===== src/hdl/button_click_hold_classifier_assert.svh =====
// Assertion macros used by the button classifier back end.
`ifndef BUTTON_CLICK_HOLD_CLASSIFIER_ASSERT_SVH
`define BUTTON_CLICK_HOLD_CLASSIFIER_ASSERT_SVH

// Same-cycle implication, clocked on clk, off during rst.
`define BCHC_ASSERT_IMPL(label, ante, cons) \
  label: assert property (@(posedge clk) disable iff (rst) (ante) |-> (cons)) \
    else $error("bchc: same-cycle check failed");

// Next-cycle implication, clocked on clk, off during rst.
`define BCHC_ASSERT_NEXT(label, ante, cons) \
  label: assert property (@(posedge clk) disable iff (rst) (ante) |=> (cons)) \
    else $error("bchc: next-cycle check failed");

`endif


===== src/hdl/bchc_pkg.sv =====
// Types and constants of the button click and hold classifier.
package bchc_pkg;

  typedef enum logic [3:0] {
    PH_IDLE,
    PH_DEB_PRESS1,
    PH_HELD1,
    PH_DEB_REL1,
    PH_GAP,
    PH_DEB_PRESS2,
    PH_HELD2,
    PH_DEB_REL2,
    PH_END
  } phase_t;

  localparam logic [2:0] KIND_HOLD1  = 3'd0;
  localparam logic [2:0] KIND_HOLD2  = 3'd1;
  localparam logic [2:0] KIND_HOLD3  = 3'd2;
  localparam logic [2:0] KIND_HOLD4  = 3'd3;
  localparam logic [2:0] KIND_SINGLE = 3'd4;
  localparam logic [2:0] KIND_DOUBLE = 3'd5;
  localparam logic [2:0] KIND_TRIPLE = 3'd6;
  localparam logic [2:0] KIND_QUAD   = 3'd7;

  localparam logic [2:0] REG_DEBOUNCE = 3'd0;
  localparam logic [2:0] REG_REPEAT   = 3'd1;
  localparam logic [2:0] REG_GAP      = 3'd2;
  localparam logic [2:0] REG_TIER1    = 3'd3;
  localparam logic [2:0] REG_TIER2    = 3'd4;
  localparam logic [2:0] REG_TIER3    = 3'd5;
  localparam logic [2:0] REG_TIER4    = 3'd6;
  localparam logic [2:0] REG_BUTTON   = 3'd7;

  typedef struct packed {
    logic [15:0] debounce_ms;
    logic [15:0] repeat_interval_ms;
    logic [15:0] gap_timeout_ms;
    logic [23:0] hold_tier1_ms;
    logic [23:0] hold_tier2_ms;
    logic [23:0] hold_tier3_ms;
    logic [23:0] hold_tier4_ms;
    logic [3:0]  button_id;
  } cfg_t;

  // One queued pass: the event it reports, once or twice.
  typedef struct packed {
    logic [2:0] kind;
    logic       fin;
    logic [3:0] button;
    logic       two;
  } rec_t;

endpackage


===== src/hdl/bchc_in_if.sv =====
// Input channel: one polling pass per item.
interface bchc_in_if;
  logic        valid;
  logic        ready;
  logic [31:0] now_ms;
  logic        pin_pressed;
  logic        rise_seen;
  logic        fall_seen;

  modport source (output valid, now_ms, pin_pressed, rise_seen, fall_seen, input ready);
  modport sink   (input valid, now_ms, pin_pressed, rise_seen, fall_seen, output ready);
endinterface


===== src/hdl/bchc_out_if.sv =====
// Output channel: one button event per item.
interface bchc_out_if;
  logic       valid;
  logic       ready;
  logic [2:0] event_kind;
  logic       is_final;
  logic [3:0] event_button;
  logic       last;

  modport source (output valid, event_kind, is_final, event_button, last, input ready);
  modport sink   (input valid, event_kind, is_final, event_button, last, output ready);
endinterface


===== src/hdl/bchc_fifo.sv =====
// Short queue of pass records between the classifier and the event sender.
module bchc_fifo #(
  parameter int DEPTH = 4
) (
  input  logic            clk,
  input  logic            rst,
  input  logic            push,
  input  bchc_pkg::rec_t  wr_data,
  input  logic            pop,
  output bchc_pkg::rec_t  rd_data,
  output logic            full,
  output logic            empty
);
  localparam int PW = (DEPTH > 1) ? $clog2(DEPTH) : 1;
  localparam int CW = $clog2(DEPTH + 1);

  bchc_pkg::rec_t mem [DEPTH];
  logic [PW-1:0]  wr_ptr;
  logic [PW-1:0]  rd_ptr;
  logic [CW-1:0]  count;

  assign full    = (count == CW'(DEPTH));
  assign empty   = (count == '0);
  assign rd_data = mem[rd_ptr];

  always_ff @(posedge clk) begin
    if (push) begin
      mem[wr_ptr] <= wr_data;
    end
  end

  always_ff @(posedge clk) begin
    if (rst) begin
      wr_ptr <= '0;
      rd_ptr <= '0;
      count  <= '0;
    end else begin
      if (push) begin
        wr_ptr <= (wr_ptr == PW'(DEPTH - 1)) ? '0 : wr_ptr + 1'b1;
      end
      if (pop) begin
        rd_ptr <= (rd_ptr == PW'(DEPTH - 1)) ? '0 : rd_ptr + 1'b1;
      end
      case ({push, pop})
        2'b10:   count <= count + 1'b1;
        2'b01:   count <= count - 1'b1;
        default: count <= count;
      endcase
    end
  end
endmodule


===== src/hdl/bchc_front.sv =====
// Front end: accept polling passes, run the click/hold machine, queue events.
module bchc_front (
  input  logic           clk,
  input  logic           rst,
  bchc_in_if.sink        in_ch,
  input  bchc_pkg::cfg_t cfg,
  input  logic           q_full,
  output logic           push,
  output bchc_pkg::rec_t rec
);
  bchc_pkg::phase_t phase, phase_next;
  logic        rise_flag, rise_flag_next;
  logic        fall_flag, fall_flag_next;
  logic [31:0] phase_start, phase_start_next;
  logic [31:0] press_start, press_start_next;
  logic [31:0] last_report, last_report_next;
  logic [15:0] click_count, click_count_next;

  logic [31:0] dur, el_phase, el_rep;
  logic        rf, ff, released;
  logic [15:0] cnt_sel;
  logic        hit;
  logic [2:0]  kind;
  logic [1:0]  n_rep;
  logic        fin;
  logic        accept;

  assign accept      = in_ch.valid && in_ch.ready;
  assign in_ch.ready = !q_full;

  assign dur      = in_ch.now_ms - press_start;
  assign el_phase = in_ch.now_ms - phase_start;
  assign el_rep   = in_ch.now_ms - last_report;
  assign rf       = rise_flag | in_ch.rise_seen;
  assign ff       = fall_flag | in_ch.fall_seen;
  assign released = ff || !in_ch.pin_pressed;

  // Report classification shared by every reporting phase.
  always_comb begin
    hit  = 1'b0;
    kind = bchc_pkg::KIND_SINGLE;
    if (cnt_sel == 16'd0 || cnt_sel == 16'd1) begin
      if (dur >= {8'd0, cfg.hold_tier1_ms} && dur < {8'd0, cfg.hold_tier2_ms}) begin
        hit = 1'b1; kind = bchc_pkg::KIND_HOLD1;
      end else if (dur >= {8'd0, cfg.hold_tier2_ms} && dur < {8'd0, cfg.hold_tier3_ms}) begin
        hit = 1'b1; kind = bchc_pkg::KIND_HOLD2;
      end else if (dur >= {8'd0, cfg.hold_tier3_ms} && dur < {8'd0, cfg.hold_tier4_ms}) begin
        hit = 1'b1; kind = bchc_pkg::KIND_HOLD3;
      end else if (dur >= {8'd0, cfg.hold_tier4_ms}) begin
        hit = 1'b1; kind = bchc_pkg::KIND_HOLD4;
      end else if (cnt_sel == 16'd1) begin
        hit = 1'b1; kind = bchc_pkg::KIND_SINGLE;
      end
    end else if (cnt_sel == 16'd2) begin
      hit = 1'b1; kind = bchc_pkg::KIND_DOUBLE;
    end else if (cnt_sel == 16'd3) begin
      hit = 1'b1; kind = bchc_pkg::KIND_TRIPLE;
    end else if (cnt_sel == 16'd4) begin
      hit = 1'b1; kind = bchc_pkg::KIND_QUAD;
    end
  end

  always_comb begin
    phase_next       = phase;
    rise_flag_next   = rf;
    fall_flag_next   = ff;
    phase_start_next = phase_start;
    press_start_next = press_start;
    last_report_next = last_report;
    click_count_next = click_count;
    cnt_sel          = click_count;
    n_rep            = 2'd0;
    fin              = 1'b0;
    case (phase)
      bchc_pkg::PH_IDLE: begin
        if (rf) begin
          rise_flag_next   = 1'b0;
          fall_flag_next   = 1'b0;
          phase_start_next = in_ch.now_ms;
          press_start_next = in_ch.now_ms;
          last_report_next = in_ch.now_ms;
          phase_next       = bchc_pkg::PH_DEB_PRESS1;
        end
      end
      bchc_pkg::PH_DEB_PRESS1: begin
        if (dur >= {16'd0, cfg.debounce_ms}) begin
          phase_next = in_ch.pin_pressed ? bchc_pkg::PH_HELD1 : bchc_pkg::PH_END;
        end
      end
      bchc_pkg::PH_HELD1: begin
        // release and repeat reports share the new count, so they match
        cnt_sel = click_count + {15'd0, released};
        if (released) begin
          fall_flag_next   = 1'b0;
          click_count_next = cnt_sel;
          phase_start_next = in_ch.now_ms;
          phase_next       = bchc_pkg::PH_DEB_REL1;
        end
        if (el_rep >= {16'd0, cfg.repeat_interval_ms}) begin
          last_report_next = in_ch.now_ms;
        end
        n_rep = {1'b0, released} + {1'b0, el_rep >= {16'd0, cfg.repeat_interval_ms}};
      end
      bchc_pkg::PH_DEB_REL1, bchc_pkg::PH_DEB_REL2: begin
        if (el_phase >= {16'd0, cfg.debounce_ms}) begin
          phase_next = bchc_pkg::PH_GAP;
        end
      end
      bchc_pkg::PH_GAP: begin
        if (rf) begin
          rise_flag_next   = 1'b0;
          phase_start_next = in_ch.now_ms;
          phase_next       = bchc_pkg::PH_DEB_PRESS2;
        end else if (el_phase >= {16'd0, cfg.gap_timeout_ms}) begin
          n_rep      = 2'd1;
          fin        = 1'b1;
          phase_next = bchc_pkg::PH_END;
        end
      end
      bchc_pkg::PH_DEB_PRESS2: begin
        if (el_phase >= {16'd0, cfg.debounce_ms}) begin
          phase_next = in_ch.pin_pressed ? bchc_pkg::PH_HELD2 : bchc_pkg::PH_GAP;
        end
      end
      bchc_pkg::PH_HELD2: begin
        cnt_sel = click_count + 16'd1;
        if (released) begin
          fall_flag_next   = 1'b0;
          click_count_next = cnt_sel;
          phase_start_next = in_ch.now_ms;
          phase_next       = bchc_pkg::PH_DEB_REL2;
          n_rep            = 2'd1;
        end
      end
      default: begin
        click_count_next = '0;
        phase_next       = bchc_pkg::PH_IDLE;
      end
    endcase
  end

  assign push       = accept && hit && (n_rep != 2'd0);
  assign rec.kind   = kind;
  assign rec.fin    = fin;
  assign rec.button = cfg.button_id;
  assign rec.two    = (n_rep == 2'd2);

  always_ff @(posedge clk) begin
    if (rst) begin
      phase       <= bchc_pkg::PH_IDLE;
      rise_flag   <= 1'b0;
      fall_flag   <= 1'b0;
      phase_start <= '0;
      press_start <= '0;
      last_report <= '0;
      click_count <= '0;
    end else if (accept) begin
      phase       <= phase_next;
      rise_flag   <= rise_flag_next;
      fall_flag   <= fall_flag_next;
      phase_start <= phase_start_next;
      press_start <= press_start_next;
      last_report <= last_report_next;
      click_count <= click_count_next;
    end
  end
endmodule


===== src/hdl/bchc_back.sv =====
// Back end: pop pass records and send their events with the last marker.
`include "button_click_hold_classifier_assert.svh"

module bchc_back (
  input  logic           clk,
  input  logic           rst,
  input  bchc_pkg::rec_t rd_data,
  input  logic           q_empty,
  output logic           pop,
  bchc_out_if.source     out_ch
);
  logic       ov;
  logic       sec;
  logic [2:0] kind_q;
  logic       fin_q;
  logic [3:0] button_q;
  logic       last_q;
  logic       advance;

  assign advance = !ov || out_ch.ready;
  assign pop     = advance && !(ov && sec) && !q_empty;

  assign out_ch.valid        = ov;
  assign out_ch.event_kind   = kind_q;
  assign out_ch.is_final     = fin_q;
  assign out_ch.event_button = button_q;
  assign out_ch.last         = last_q;

  always_ff @(posedge clk) begin
    if (rst) begin
      ov  <= 1'b0;
      sec <= 1'b0;
    end else if (advance) begin
      if (ov && sec) begin
        sec <= 1'b0;
      end else if (!q_empty) begin
        ov  <= 1'b1;
        sec <= rd_data.two;
      end else begin
        ov <= 1'b0;
      end
    end
  end

  always_ff @(posedge clk) begin
    if (advance) begin
      if (ov && sec) begin
        last_q <= 1'b1;
      end else if (!q_empty) begin
        kind_q   <= rd_data.kind;
        fin_q    <= rd_data.fin;
        button_q <= rd_data.button;
        last_q   <= !rd_data.two;
      end
    end
  end

  `BCHC_ASSERT_IMPL(a_pop_not_empty, pop, !q_empty)
  `BCHC_ASSERT_NEXT(a_second_follows, ov && sec && out_ch.ready, ov && last_q)
  `BCHC_ASSERT_IMPL(a_first_not_last, ov && sec, !last_q)
endmodule


===== src/hdl/button_click_hold_classifier.sv =====
// Top level of the button click and hold classifier.
//
// Usage: in_ch carries one polling pass per item (timestamp in ms, pin level,
// press/release edges since the previous pass). out_ch carries the button
// events: hold buckets 1..4, single to quad click, with a final flag, the
// button id and a last marker on the final event of a pass.
// Configuration is written through cfg_we/cfg_index/cfg_wdata; the user must
// do so while the block is idle, unchecked; the write lands at a clock edge.
// Throughput: one pass per cycle while the queue is not full. The machine
// state updates in the accept cycle, so the next pass is taken at once. A
// pass yielding two events holds the output for both; the queue absorbs this.
// Path: an accepted pass's record is written into the queue, then its first
// event is loaded into the output register, which drives out_ch.
// Stall: when the receiver holds ready low the output register holds its
// event, the queue fills with FIFO_DEPTH pass records, then in_ch.ready drops.
// Reset (rst, synchronous): the machine returns to idle with flags, times and
// the click count cleared, the queue empties, config registers take defaults.
module button_click_hold_classifier #(
  parameter int FIFO_DEPTH = 4
) (
  input  logic        clk,
  input  logic        rst,
  bchc_in_if.sink     in_ch,
  bchc_out_if.source  out_ch,
  input  logic        cfg_we,
  input  logic [2:0]  cfg_index,
  input  logic [23:0] cfg_wdata
);
  bchc_pkg::cfg_t cfg;
  bchc_pkg::rec_t wr_rec;
  bchc_pkg::rec_t rd_rec;
  logic           push;
  logic           pop;
  logic           q_full;
  logic           q_empty;

  // Configuration registers; take a write whenever the enable is high.
  always_ff @(posedge clk) begin
    if (rst) begin
      cfg.debounce_ms        <= 16'd50;
      cfg.repeat_interval_ms <= 16'd1000;
      cfg.gap_timeout_ms     <= 16'd300;
      cfg.hold_tier1_ms      <= 24'd2000;
      cfg.hold_tier2_ms      <= 24'd5000;
      cfg.hold_tier3_ms      <= 24'd10000;
      cfg.hold_tier4_ms      <= 24'd20000;
      cfg.button_id          <= 4'd0;
    end else if (cfg_we) begin
      case (cfg_index)
        bchc_pkg::REG_DEBOUNCE: cfg.debounce_ms        <= cfg_wdata[15:0];
        bchc_pkg::REG_REPEAT:   cfg.repeat_interval_ms <= cfg_wdata[15:0];
        bchc_pkg::REG_GAP:      cfg.gap_timeout_ms     <= cfg_wdata[15:0];
        bchc_pkg::REG_TIER1:    cfg.hold_tier1_ms      <= cfg_wdata;
        bchc_pkg::REG_TIER2:    cfg.hold_tier2_ms      <= cfg_wdata;
        bchc_pkg::REG_TIER3:    cfg.hold_tier3_ms      <= cfg_wdata;
        bchc_pkg::REG_TIER4:    cfg.hold_tier4_ms      <= cfg_wdata;
        bchc_pkg::REG_BUTTON:   cfg.button_id          <= cfg_wdata[3:0];
        default:                cfg <= cfg;
      endcase
    end
  end

  // Classify each pass and queue the event record it yields.
  bchc_front u_front (
    .clk    (clk),
    .rst    (rst),
    .in_ch  (in_ch),
    .cfg    (cfg),
    .q_full (q_full),
    .push   (push),
    .rec    (wr_rec)
  );

  // Decouple classification from the receiver's stalls.
  bchc_fifo #(
    .DEPTH (FIFO_DEPTH)
  ) u_fifo (
    .clk     (clk),
    .rst     (rst),
    .push    (push),
    .wr_data (wr_rec),
    .pop     (pop),
    .rd_data (rd_rec),
    .full    (q_full),
    .empty   (q_empty)
  );

  // Send one or two events per record, marking the last one.
  bchc_back u_back (
    .clk     (clk),
    .rst     (rst),
    .rd_data (rd_rec),
    .q_empty (q_empty),
    .pop     (pop),
    .out_ch  (out_ch)
  );
endmodule

===== src/flat_wrapper.sv =====
// flat-port wrapper written by rule: the top's interface ports become plain ports
module button_click_hold_classifier_flat 
#(
  parameter int FIFO_DEPTH = 4
)
  (clk, rst, cfg_we, cfg_index, cfg_wdata, in_ch_valid, in_ch_now_ms, in_ch_pin_pressed, in_ch_rise_seen, in_ch_fall_seen, in_ch_ready, out_ch_valid, out_ch_event_kind, out_ch_is_final, out_ch_event_button, out_ch_last, out_ch_ready);
  bchc_in_if in_ch_i ();
  bchc_out_if out_ch_i ();
  input  logic clk;
  input  logic rst;
  input  logic cfg_we;
  input  logic [2:0] cfg_index;
  input  logic [23:0] cfg_wdata;
  input wire logic [$bits(in_ch_i.valid)-1:0] in_ch_valid;
  input wire logic [$bits(in_ch_i.now_ms)-1:0] in_ch_now_ms;
  input wire logic [$bits(in_ch_i.pin_pressed)-1:0] in_ch_pin_pressed;
  input wire logic [$bits(in_ch_i.rise_seen)-1:0] in_ch_rise_seen;
  input wire logic [$bits(in_ch_i.fall_seen)-1:0] in_ch_fall_seen;
  output wire logic [$bits(in_ch_i.ready)-1:0] in_ch_ready;
  output wire logic [$bits(out_ch_i.valid)-1:0] out_ch_valid;
  output wire logic [$bits(out_ch_i.event_kind)-1:0] out_ch_event_kind;
  output wire logic [$bits(out_ch_i.is_final)-1:0] out_ch_is_final;
  output wire logic [$bits(out_ch_i.event_button)-1:0] out_ch_event_button;
  output wire logic [$bits(out_ch_i.last)-1:0] out_ch_last;
  input wire logic [$bits(out_ch_i.ready)-1:0] out_ch_ready;
  assign in_ch_i.valid = in_ch_valid;
  assign in_ch_i.now_ms = in_ch_now_ms;
  assign in_ch_i.pin_pressed = in_ch_pin_pressed;
  assign in_ch_i.rise_seen = in_ch_rise_seen;
  assign in_ch_i.fall_seen = in_ch_fall_seen;
  assign in_ch_ready = in_ch_i.ready;
  assign out_ch_valid = out_ch_i.valid;
  assign out_ch_event_kind = out_ch_i.event_kind;
  assign out_ch_is_final = out_ch_i.is_final;
  assign out_ch_event_button = out_ch_i.event_button;
  assign out_ch_last = out_ch_i.last;
  assign out_ch_i.ready = out_ch_ready;
  button_click_hold_classifier #(.FIFO_DEPTH(FIFO_DEPTH)) u_core (.clk(clk), .rst(rst), .in_ch(in_ch_i), .out_ch(out_ch_i), .cfg_we(cfg_we), .cfg_index(cfg_index), .cfg_wdata(cfg_wdata));
endmodule

===== config.mk =====
export PLATFORM = sky130hd
export DESIGN_NAME = button_click_hold_classifier_flat
export DESIGN_NICKNAME = d
export VERILOG_FILES = /design/src/hdl/bchc_pkg.sv /design/src/hdl/bchc_in_if.sv /design/src/hdl/bchc_out_if.sv /design/src/hdl/bchc_fifo.sv /design/src/hdl/bchc_front.sv /design/src/hdl/bchc_back.sv /design/src/hdl/button_click_hold_classifier.sv /design/src/flat_wrapper.sv
export VERILOG_INCLUDE_DIRS = /design/src /design/src/hdl
export SDC_FILE = /design/constraint.sdc
export NUM_CORES = 1
export LEC_CHECK = 0
export BUFFER_PORTS_ARGS = -buffer_cell sky130_fd_sc_hd__buf_2
export CORE_MARGIN = 3
export CORE_UTILIZATION = 55
export CTS_CLUSTER_DIAMETER = 80
export CTS_CLUSTER_SIZE = 10
export DETAILED_ROUTE_END_ITERATION = 8
export PLACE_DENSITY = 0.8
export SLEW_MARGIN = 20
export SYNTH_ARGS = -nofsm -noshare
export SYNTH_HDL_FRONTEND = slang
export SYNTH_SLANG_ARGS = --single-unit

===== constraint.sdc =====
create_clock -name clk -period 7.6 [get_ports clk]
set_input_delay 0.76 -clock clk [delete_from_list [all_inputs] [get_ports clk]]
set_output_delay 0.76 -clock clk [all_outputs]
set_load 0.03 [all_outputs]

==> impl_metrics.tcl <==
set metrics [dict create \
    finalInstanceArea_um2 24000 \
    power_density_nw_per_um2 237.0 \
    antenna_found_initial 0 \
    worst-path-buf-inv 5 \
    synth_compound_area_frac 0.2122 \
    ys_top_cells_by_area "dfxtp_1, ha_1, nand2_1" \
    worst_slew_pin_slew_ns 1.076 \
    clk_path_buf_depth 3 \
    drive_above_1_share 0.06531 \
    die_area_um2 42630 \
    ant_nets 0 \
    slew_headroom 0.2826 \
    grt_pass1_wl_um 100100 \
    syn_inst 2858 \
    cp_data_required_time_ns 8.07 \
    cts_buffers 38 \
    chipWidth_um 206.5 \
    startpoint_type "primary input" \
    holdCritPathClass "flip-flop to flip-flop" \
    vias 20694 \
    nets 3218 \
    r2r_end "u_core.u_fifo.count[2]" \
    route.detailed.drc 0 \
    track_usage 0.2916 \
    cts_hold_buffers 0 \
    ys_async_sr_fraction 0 \
    cts.sinks 322 \
    synth.net_count 3192 \
    syn_area_um2 22110 \
    slew_violations 0 \
    core.rowCount 72 \
    status "finished, final reports clean" \
    cts_setup_buffers 0 \
    grt_max_degree 144 \
    crit_path_max_incr_delay_ns 0.50 \
    crit_family "compound AO/OA/AOI/OAI gates" \
    fin_crit_ns 6.767 \
    leakage_uw 0.009391 \
    ys_ff_latch 322 \
    worst_slack_ns 0.8328 \
    ios 78 \
    cp_slowest_cell "a2111o_1" \
    cp_max_fo 4 \
    cts-root-buf "clkbuf_16" \
    synth_most_common_cell "nand2_1" \
    wl_um 63060 \
    ys_seq_area_frac 0.3120 \
    clk_pin_slew_worst_paths_ns 0.06 \
    drv_cap 0 \
    clock_latency_ns 0.57 \
    reg2reg_from "u_core.u_front.last_report[0]" \
    timing_hold_violations_final 0 \
    synth_cell_types 77 \
    coreArea_um2 39190 \
    final-setup-viol-count 0 \
    syn_avg_cell_area_um2 7.735 \
    dieHeight_um 206.5 \
    setup_tns_ns 0 \
    r2r_slack_ns 0.94 \
    hpwl_um 47380 \
    rsz0062_at_grt "no" \
    muxShareOfSynthArea 0.01896 \
    syn2layout_area_growth_pct 8.558 \
    first_pass_iters 6 \
    ir_drop_v 0.0001875 \
    fmax_mhz 147.8 \
    grt_pass1_vias 19268 \
    clock_skew_ns 0.01698 \
    synthSimpleGateAreaFrac 0.2089 \
    start_util 0.5641 \
    cts_tree "built" \
    globalplace.congestion 0.9468 \
    reg2reg_depth 33 \
    synthTopCellsByCount "nand2_1, a21oi_1, dfxtp_1" \
    synth_top_family_by_area "compound AO/OA/AOI/OAI gates" \
    hp-start "u_core.cfg[51]" \
    path_class "primary input to flip-flop" \
    critPathCaptureType "flip-flop" \
    via_per_inst 6.063 \
    synthAdderAreaFrac 0.1525 \
    min_path_cells 2 \
    synth_xor_area_frac 0.03011 \
    cts_resized 0 \
    yosys_warnings 0 \
    pre_cts_slack_ns 0.3226 \
    detail_route.wl_per_cell_um 18.48 \
    cp.arrival_ns 7.24 \
    synth_top_cell_area_share 0.2508 \
    htreeDepth 2 \
    drt_iter0_drc 1965 \
    min_to "u_core.cfg[51]" \
    portBuffers 77 \
    grt_overflow 0 \
    finalCritPeriodShare 0.8904 \
    ys.flop_type "dfxtp_1" \
    placed_area_um2 22940 \
    synth_edf_count 45 \
    synth_top_area_cell "dfxtp_1" \
]
worst max path at each step:
stage | from | endpoint | slack [ns] | cells after the start
CTS | in_ch_now_ms[0] | u_core.u_fifo.count[2] | 0.91 | 35
global placement | in_ch_now_ms[0] | u_core.u_fifo.count[2] | 0.43 | 35
global route | in_ch_now_ms[0] | u_core.u_fifo.count[2] | 0.48 | 35
detailed placement | in_ch_now_ms[0] | u_core.u_fifo.count[2] | 0.32 | 35
finish | in_ch_now_ms[0] | u_core.u_fifo.count[2] | 0.83 | 35
floorplan | in_ch_now_ms[0] | u_core.u_fifo.count[2] | 1.24 | 34
routing by layer:
metal	track usage	vias up	wire length [um]
met2	0.4678	813	28610
li1	-	10059	-
met1	0.3963	9658	27550
met5	0	-	0
met4	0.1130	0	2308
met3	0.04394	164	4597
report_power, final:
| group | switching [uW] | internal (uW) | total (uW) | leakage [uW] |
|---|---|---|---|---|
| Sequential | 76.1 | 1860 | 1940 | 0.00266 |
| Combinational | 1300 | 823 | 2120 | 0.00623 |
| Clock | 716 | 915 | 1630 | 0.000508 |
cells by family (layout without fill, tap and decap cells):
family	Yosys count	count (layout)
mux	29	29
compound gates	779	779
flops	322	322
buf+inv	383	419
xor+xnor	76	76
other cells	0	1
simple gates	1002	1002
fa+ha+maj	267	267
registers in the layout (all words and copies together) (netlist names), named ones only:
| register | flops |
|---|---|
| u_core.cfg | 148 |
| u_core.u_back.out_ch.event_button | 4 |
| u_core.u_back.out_ch.event_kind | 3 |
| u_core.u_back.out_ch.is_final | 1 |
| u_core.u_back.out_ch.last | 1 |
| u_core.u_back.out_ch.valid | 1 |
| u_core.u_back.sec | 1 |
| u_core.u_fifo.count | 3 |
| u_core.u_fifo.mem | 36 |
| u_core.u_fifo.rd_ptr | 2 |
| u_core.u_fifo.wr_ptr | 2 |
| u_core.u_front.click_count | 16 |
| u_core.u_front.fall_flag | 1 |
| u_core.u_front.last_report | 32 |
| u_core.u_front.phase | 4 |
| u_core.u_front.phase_start | 32 |
| u_core.u_front.press_start | 32 |
| u_core.u_front.rise_flag | 1 |
placed cells by master, fill, tap and decap left out, types with 20 or more instances in the layout:
cell / netlist / routed
a211o_1: 23 / 23
a211oi_1: 22 / 22
a21o_1: 67 / 67
a21oi_1: 375 / 375
a31oi_1: 23 / 23
and3_1: 21 / 21
buf_2: 0 / 76
buf_4: 0 / 33
clkbuf_16: 0 / 38
dfxtp_1: 277 / 277
edfxtp_1: 45 / 45
ha_1: 263 / 263
inv_1: 259 / 259
nand2_1: 510 / 510
nand2b_1: 23 / 23
nand3_1: 72 / 71
nand4_1: 46 / 46
nor2_1: 145 / 145
nor2b_1: 36 / 36
nor3_1: 40 / 37
o211ai_1: 26 / 26
o21a_1: 28 / 28
o21ai_0: 126 / 126
or3_1: 20 / 20
xnor2_1: 44 / 44
xor2_1: 32 / 32
tightest hold or removal path: cells and delay by family (launching register included):
kind / cells / cell delay, ns
flip-flops: 1 / 0.30
AND/OR/NAND/NOR: 1 / 0.05
AO/OA/AOI/OAI: 1 / 0.05
per-stage QoR:
step             util  power (uW)  hold WS, ns  instances
4_1_cts        0.6120        5681       0.4452       3412
2_1_floorplan       -        3443       0.4363       2858
3_5_place_dp   0.5855        4044       0.4467       3362
5_1_grt        0.6123        6037       0.4652       3412
3_3_place_gp   0.5855        3964       0.4414       3362
6_report       0.6124        5689       0.4512       3413
layout make-up:
cell class | count | area, um^2
inverter | 259 | 972.2
clock inverter | 4 | 46.29
clock buffer | 46 | 991.0
fill | 3499 | 15190
tap | 518 | 648.1
multi-input combinational | 2153 | 13800
timing repair buffer | 110 | 641.9
antenna | 1 | 2.502
sequential | 322 | 6897
No activity file was read; power rests on OpenSTA's default activity.
